$ cat src/hdl/bdat_pkg.sv
// Shared constants and types for the bounded deadline admission table.
// Used by bdat_cell and bounded_deadline_admission_table; depends on nothing.
package bdat_pkg;

    localparam int MAX_ACTIVE = 64;
    localparam int MAX_JOBS   = 262144;

    localparam int SLOT_W = (MAX_ACTIVE > 1) ? $clog2(MAX_ACTIVE) : 1;
    localparam int CNT_W  = $clog2(MAX_ACTIVE + 1);
    localparam int ID_W   = 18;
    localparam int TIME_W = 31;
    localparam int KEY_W  = TIME_W + ID_W;
    localparam int FIN_W  = 19;
    localparam int LIM_W  = 7;

    localparam int FIN_CAP = (MAX_JOBS < (2 ** FIN_W) - 1) ? MAX_JOBS : (2 ** FIN_W) - 1;

    localparam logic OP_END   = 1'b0;
    localparam logic OP_START = 1'b1;

    // Ordering key of one job: end time above id, compared as one unsigned word.
    typedef logic [KEY_W-1:0] key_t;

    // Running maximum that travels along the row during an eviction search.
    typedef struct packed {
        logic              tok;
        logic              vld;
        key_t              key;
        logic [SLOT_W-1:0] slot;
    } scan_t;

    typedef struct packed {
        logic wr;
        logic clr;
    } cell_cmd_t;

endpackage

$ cat src/hdl/bdat_cell.sv
// One slot of the admission table: holds a job and takes part in the maximum search.
// Depends on bdat_pkg.
module bdat_cell (
    input  logic                          aclk,
    input  logic                          aresetn,
    input  bdat_pkg::cell_cmd_t           cmd,
    input  bdat_pkg::key_t                wr_key,
    input  logic [bdat_pkg::ID_W-1:0]     probe_id,
    input  logic [bdat_pkg::SLOT_W-1:0]   slot_idx,
    input  bdat_pkg::scan_t               scan_in,
    output logic                          vld,
    output logic                          match,
    output bdat_pkg::scan_t               scan_out
);
    import bdat_pkg::*;

    logic  vld_reg, vld_next;
    key_t  key_reg, key_next;
    scan_t scan_reg, scan_next;
    logic  own_wins;

    always_comb begin
        vld_next = vld_reg;
        key_next = key_reg;
        if (cmd.clr) begin
            vld_next = 1'b0;
        end else if (cmd.wr) begin
            vld_next = 1'b1;
            key_next = wr_key;
        end
    end

    // Strictly greater only, so the lowest slot keeps a tie.
    assign own_wins = vld_reg && (!scan_in.vld || (key_reg > scan_in.key));

    always_comb begin
        scan_next     = scan_in;
        scan_next.tok = scan_in.tok;
        if (own_wins) begin
            scan_next.vld  = 1'b1;
            scan_next.key  = key_reg;
            scan_next.slot = slot_idx;
        end
    end

    always_ff @(posedge aclk) begin
        if (!aresetn) begin
            vld_reg  <= 1'b0;
            scan_reg <= '0;
        end else begin
            vld_reg  <= vld_next;
            scan_reg <= scan_next;
        end
    end

    always_ff @(posedge aclk) begin
        key_reg <= key_next;
    end

    assign vld      = vld_reg;
    assign match    = vld_reg && (key_reg[ID_W-1:0] == probe_id);
    assign scan_out = scan_reg;

endmodule

$ cat config.mk
export PLATFORM = sky130hd
export DESIGN_NAME = bdat_cell
export DESIGN_NICKNAME = d
export VERILOG_FILES = /design/src/hdl/bdat_pkg.sv /design/src/hdl/bdat_cell.sv
export SDC_FILE = /design/constraint.sdc
export NUM_CORES = 1
export LEC_CHECK = 0
export BUFFER_PORTS_ARGS = -buffer_cell sky130_fd_sc_hd__buf_2
export CAP_MARGIN = 20
export CORE_UTILIZATION = 46
export DETAILED_ROUTE_END_ITERATION = 6
export PLACE_DENSITY = 0.82
export REMOVE_ABC_BUFFERS = 1
export SYNTH_ARGS = -nofsm -noshare
export SYNTH_HDL_FRONTEND = slang
export SYNTH_SLANG_ARGS = --single-unit
$ cat constraint.sdc
create_clock -name aclk -period 3.8 [get_ports aclk]
set_input_delay 0.76 -clock aclk [delete_from_list [all_inputs] [get_ports aclk]]
set_output_delay 0.76 -clock aclk [all_outputs]
set_load 0.03 [all_outputs]
* Yosys cells after proc, flatten, opt, wreduce, memory -nomap -nowiden *
Index checks and enable logic that the tools add are counted.

word-level totals
  memories kept = 0
  latch bits = 0
  logic and storage cells = 17
  RAM bits = 0
  bits of input ports = 134
  output and inout port bits = 59
  memory bits (read-only) = 0
  flip-flop bits (word level) = 107

operators by class
  equality and inequality tests = 1
  $mul = 0
  multiplexer cells = 1
  div/mod/pow operators = 0
  shift operators = 0
  $add $sub $neg = 0
  reductions and logical operators = 6
  bitwise operators = 2
  $lt $le $gt $ge = 1

operators with widths
  kind                 number
  $mux W56             1
  $gt A49 B49 Y1       1
  $eq A18 B18 Y1       1
  $logic_and A1 B1 Y1  2
  $not A1 Y1           2
  $reduce_and A2 Y1    1
  $reduce_or A2 Y1     1
  $logic_not A1 Y1     1
  $logic_or A1 B1 Y1   1

* Logic depth before layout (Yosys ltp) *
  depth after elaboration = 4
  mapped depth = 11
  gate-level depth less buffers = 9

* Worst setup path before layout *
No wires, ideal clock.

  path kind = input-to-reg
  from = input cmd[0] (netlist bit)
  to = register key_reg[0] (enable)
  data required time = 3338 ps
  slack = 377 ps
  cell stages on the path = 1
  arrival = 2961 ps
  path through = nor2b_1

between the ends
  word-level cells in the longest chain between the ends = 2

ends and longest elaborated chain
  item                         RTL line         RTL
  from (decl)                  bdat_cell.sv:6   input bdat_pkg::cell_cmd_t cmd,
  $not A1 Y1 (no line)         --
  $reduce_and A2 Y1 (no line)  --
  to (signal assigned)         bdat_cell.sv:57  key_reg <= key_next;
  to (decl)                    bdat_cell.sv:18  key_t key_reg, key_next;

No other way between the ends.
A chain may end at the register's enable or synchronous reset.

* Final worst setup path *
  from = input probe_id[13] (netlist bit)
  to = output match

between the ends
  word-level cells in the longest chain between the ends = 2

ends and longest elaborated chain
  item                 RTL line         RTL
  from (decl)          bdat_cell.sv:8   input logic [bdat_pkg::ID_W-1:0] probe_id,
  $eq A18 B18 Y1       bdat_cell.sv:61  assign match = vld_reg && (key_reg[ID_W-1:0] == probe_id);
  $logic_and A1 B1 Y1  bdat_cell.sv:61
  to (decl)            bdat_cell.sv:12  output logic match,

No other way between the ends.

==> key figures <==
Drt
  • 1st-pass router iterations: 5
  • DR WL/cell: 14.30 µm
  • Final WL: 11880 µm
  • Vias per inst: 4.929
  • Number of DRC markers in iteration 0: 185
  • Antenna-violating nets left: 0
  • Drt drc: 0
  • DR vias: 4096

Yosys
  • Main combinational cell family by area after synthesis: simple AND/OR/NAND/NOR gates
  • Sequential fraction of the synthesis area: 0.4982
  • Post-synthesis simple-gate area fraction: 0.1376
  • Mapped Cells: 499
  • Post-Syn Area: 5284 µm²
  • Synth warnings: 0
  • Post-synthesis compound-gate area fraction: 0.04665
  • Area share of the largest cell type after synthesis: 0.2785
  • Yosys cell types: 38
  • Top FF cell, synth: dfxtp_1
  • Number of synthesized flops with an enable pin: 49
  • Post-synth top cells: nand2_1 (125), dfxtp_1 (58), mux2i_1 (55)
  • Post-Synth XOR/XNOR Area: 0.02984
  • Fraction of the mapped netlist area in adder cells: 0.1160
  • Syn Area/Cell: 10.59 µm²
  • Area leader, netlist: edfxtp_1
  • FF+latch count, synth: 107
  • Share of synthesized registers carrying an async set or reset: 0
  • Largest cells by area after synthesis: edfxtp_1 (28%), dfxtp_1 (22%), ha_1 (12%), mux2i_1 (10%), nand2_1 (8.9%)
  • Count leader, synth: nand2_1
  • Post-synthesis mux area share: 0.1042

CTS
  • Worst skew pair latency: 0.35 ns
  • Clk buf depth: 2
  • Num CTS Buffers: 9
  • Hold buffers post-CTS: 0
  • Clk pin slew, worst setup/hold paths: 0.07 ns
  • Htree depth: 3
  • CTS resizes: 0
  • Root Driver: clkbuf_16
  • Postcts setup bufs: 0
  • Clk sinks: 107
  • TritonCTS clock tree: built

STA
  • Rel. slew slack: 0.2888
  • Worst hold slack: 0.5378 ns
  • RSZ-0062 raised after global routing: no
  • Worst-Margin Slew: 1.067 ns
  • Final worst path period share: 0.7374
  • Final hold violation count: 0
  • Pins Over Slew Limit: 0
  • Worst Slack Setup Final: 0.9981 ns
  • Fmax: 356.9 MHz
  • Max Clock Skew: 0.007743 ns
  • Final setup fails: 0
  • Final min period: 2.802 ns

Floorplanning
  • Die area: 11920 µm²
  • Core Box Area: 11030 µm²
  • Site Rows: 38
  • Ports: 193
  • Die Ht: 109.2 µm
  • Initial Util: 0.4790
  • Die X: 109.2 µm

Finish
  • Final instance area: 6596 µm²
  • ANT cells: 0
  • Max reg flops: 57
  • Nets: 869
  • Final core utilization: 0.5980
  • Synth-to-layout area growth: 24.84%
  • Share of cells above drive strength 1: 0.3169

Global route
  • Largest net degree at the start of global routing: 114
  • First-pass GRT wire length: 18250 µm
  • Vias in the first global route: 4067
  • GRT Total Usage: 0.2039
  • Initial antenna violation count: 1
  • Grt ovf: 0

Power and ir drop
  • Peak supply drop: 289.9 µV
  • Lkg Pwr: 0.003172 µW
  • Cell Pwr Density: 413.0 nW/µm²

Critical path
  • Max FO, Critical Path: 1
  • Worst Path Class, Setup: primary input to output port
  • CP arrival: 2.04 ns
  • Worst Setup End Kind: output port
  • WP data required: 3.04 ns
  • Worst setup SP type: primary input

Place
  • IO Port Bufs: 192
  • Final Wtd Congestion: 0.7950
  • Hpwl dp: 8765 µm
  • Post-DP Area: 6304 µm²
  • Pre-CTS WS: 0.6947 ns

Hold path
  • HP Class: register to register

Outcome
  • Status: completed

Run
  • MaxCap Viol Count: 0
==> worst paths after layout <==
check	startpoint	to	slack, ns	cells past startpoint
worst max-delay path	probe_id[13]	match	1.0	6
worst min-delay path	vld$_SDFFE_PP0P_	scan_out[55]$_SDFF_PN0_	0.54	1
worst max register to register	key_reg[16]$_DFFE_PP_	scan_out[13]$_SDFF_PN0_	1.16	9
worst min register to register	vld$_SDFFE_PP0P_	scan_out[55]$_SDFF_PN0_	0.54	1
==> metal layers <==
| layer | vias up | part of all wire | GRT usage | routed length, µm |
|---|---|---|---|---|
| met5 | - | 0.00093 | 0 | 11 |
| met4 | 2 | 0.021 | 0.09048 | 250 |
| met3 | 21 | 0.067 | 0.05081 | 796 |
| met2 | 143 | 0.49 | 0.3693 | 5879 |
| met1 | 1865 | 0.42 | 0.2237 | 4944 |
| li1 | 2065 | - | - | - |
==> placed cells by master, fill, tap and decap left out, drive strengths merged <==
master    instances
buf             195
nand2           125
dfxtp            58
mux2i            55
inv              51
ha               49
edfxtp           49
a21oi            19
xor2             18
clkbuf            9
nor2              7
nand4             7
o21ai             7
nor4              6
nand3             5
nor2b             3
clkinv            3
nor3              2
a211oi            2
o211ai            2
o21a              2
clkinvlp          2
nor4b             2
and4              1
nand4b            1
a22o              1
a221oi            1
nand3b            1
a21boi            1
o31ai             1
o2bb2ai           1
o41a              1
a41o              1
nor3b             1
and2              1
bufinv            1
==> where the power goes <==
group	internal [µW]	switching (µW)	total [µW]
combinational	186	285	471
clock	509	420	929
sequential	1290	36.2	1320
total	1980	741	2720
==> worst max-delay path, stage by stage <==
cell and delay (ns):
buf_2 0.10, xor2_1 0.14, nor4_1 0.39, nand4_1 0.19
nor4_1 0.21, buf_2 0.25
==> layout make-up <==
| type | instances | area [µm²] |
|---|---|---|
| Sequential cell | 107 | 2633 |
| Timing Repair Buffer | 195 | 998.5 |
| Clock inverter | 7 | 67.56 |
| Clock buffer | 9 | 225.2 |
| Fill cell | 905 | 4434 |
| Multi-Input combinational cell | 323 | 2310 |
| Inverter | 50 | 187.7 |
| Tap cell | 140 | 175.2 |
==> cells by family after synthesis <==
| family | Yosys count |
|---|---|
| AND/OR/NAND/NOR | 162 |
| flip-flops | 107 |
| adder cells (fa/ha/maj) | 49 |
| multiplexers | 55 |
| XOR/XNOR | 18 |
| AO/OA/AOI/OAI | 39 |
| buffers and inverters | 69 |
==> through the flow <==
stage / power [µW] / cells / TNS [ns]
2_1_floorplan: 1630 / 480 / -36.23
3_3_place_gp: 1803 / 815 / 0
3_5_place_dp: 1820 / 815 / 0
4_1_cts: 2749 / 831 / 0
5_1_grt: 2850 / 831 / 0
6_report: 2724 / 831 / 0
No activity file was read; power rests on OpenSTA's default activity.
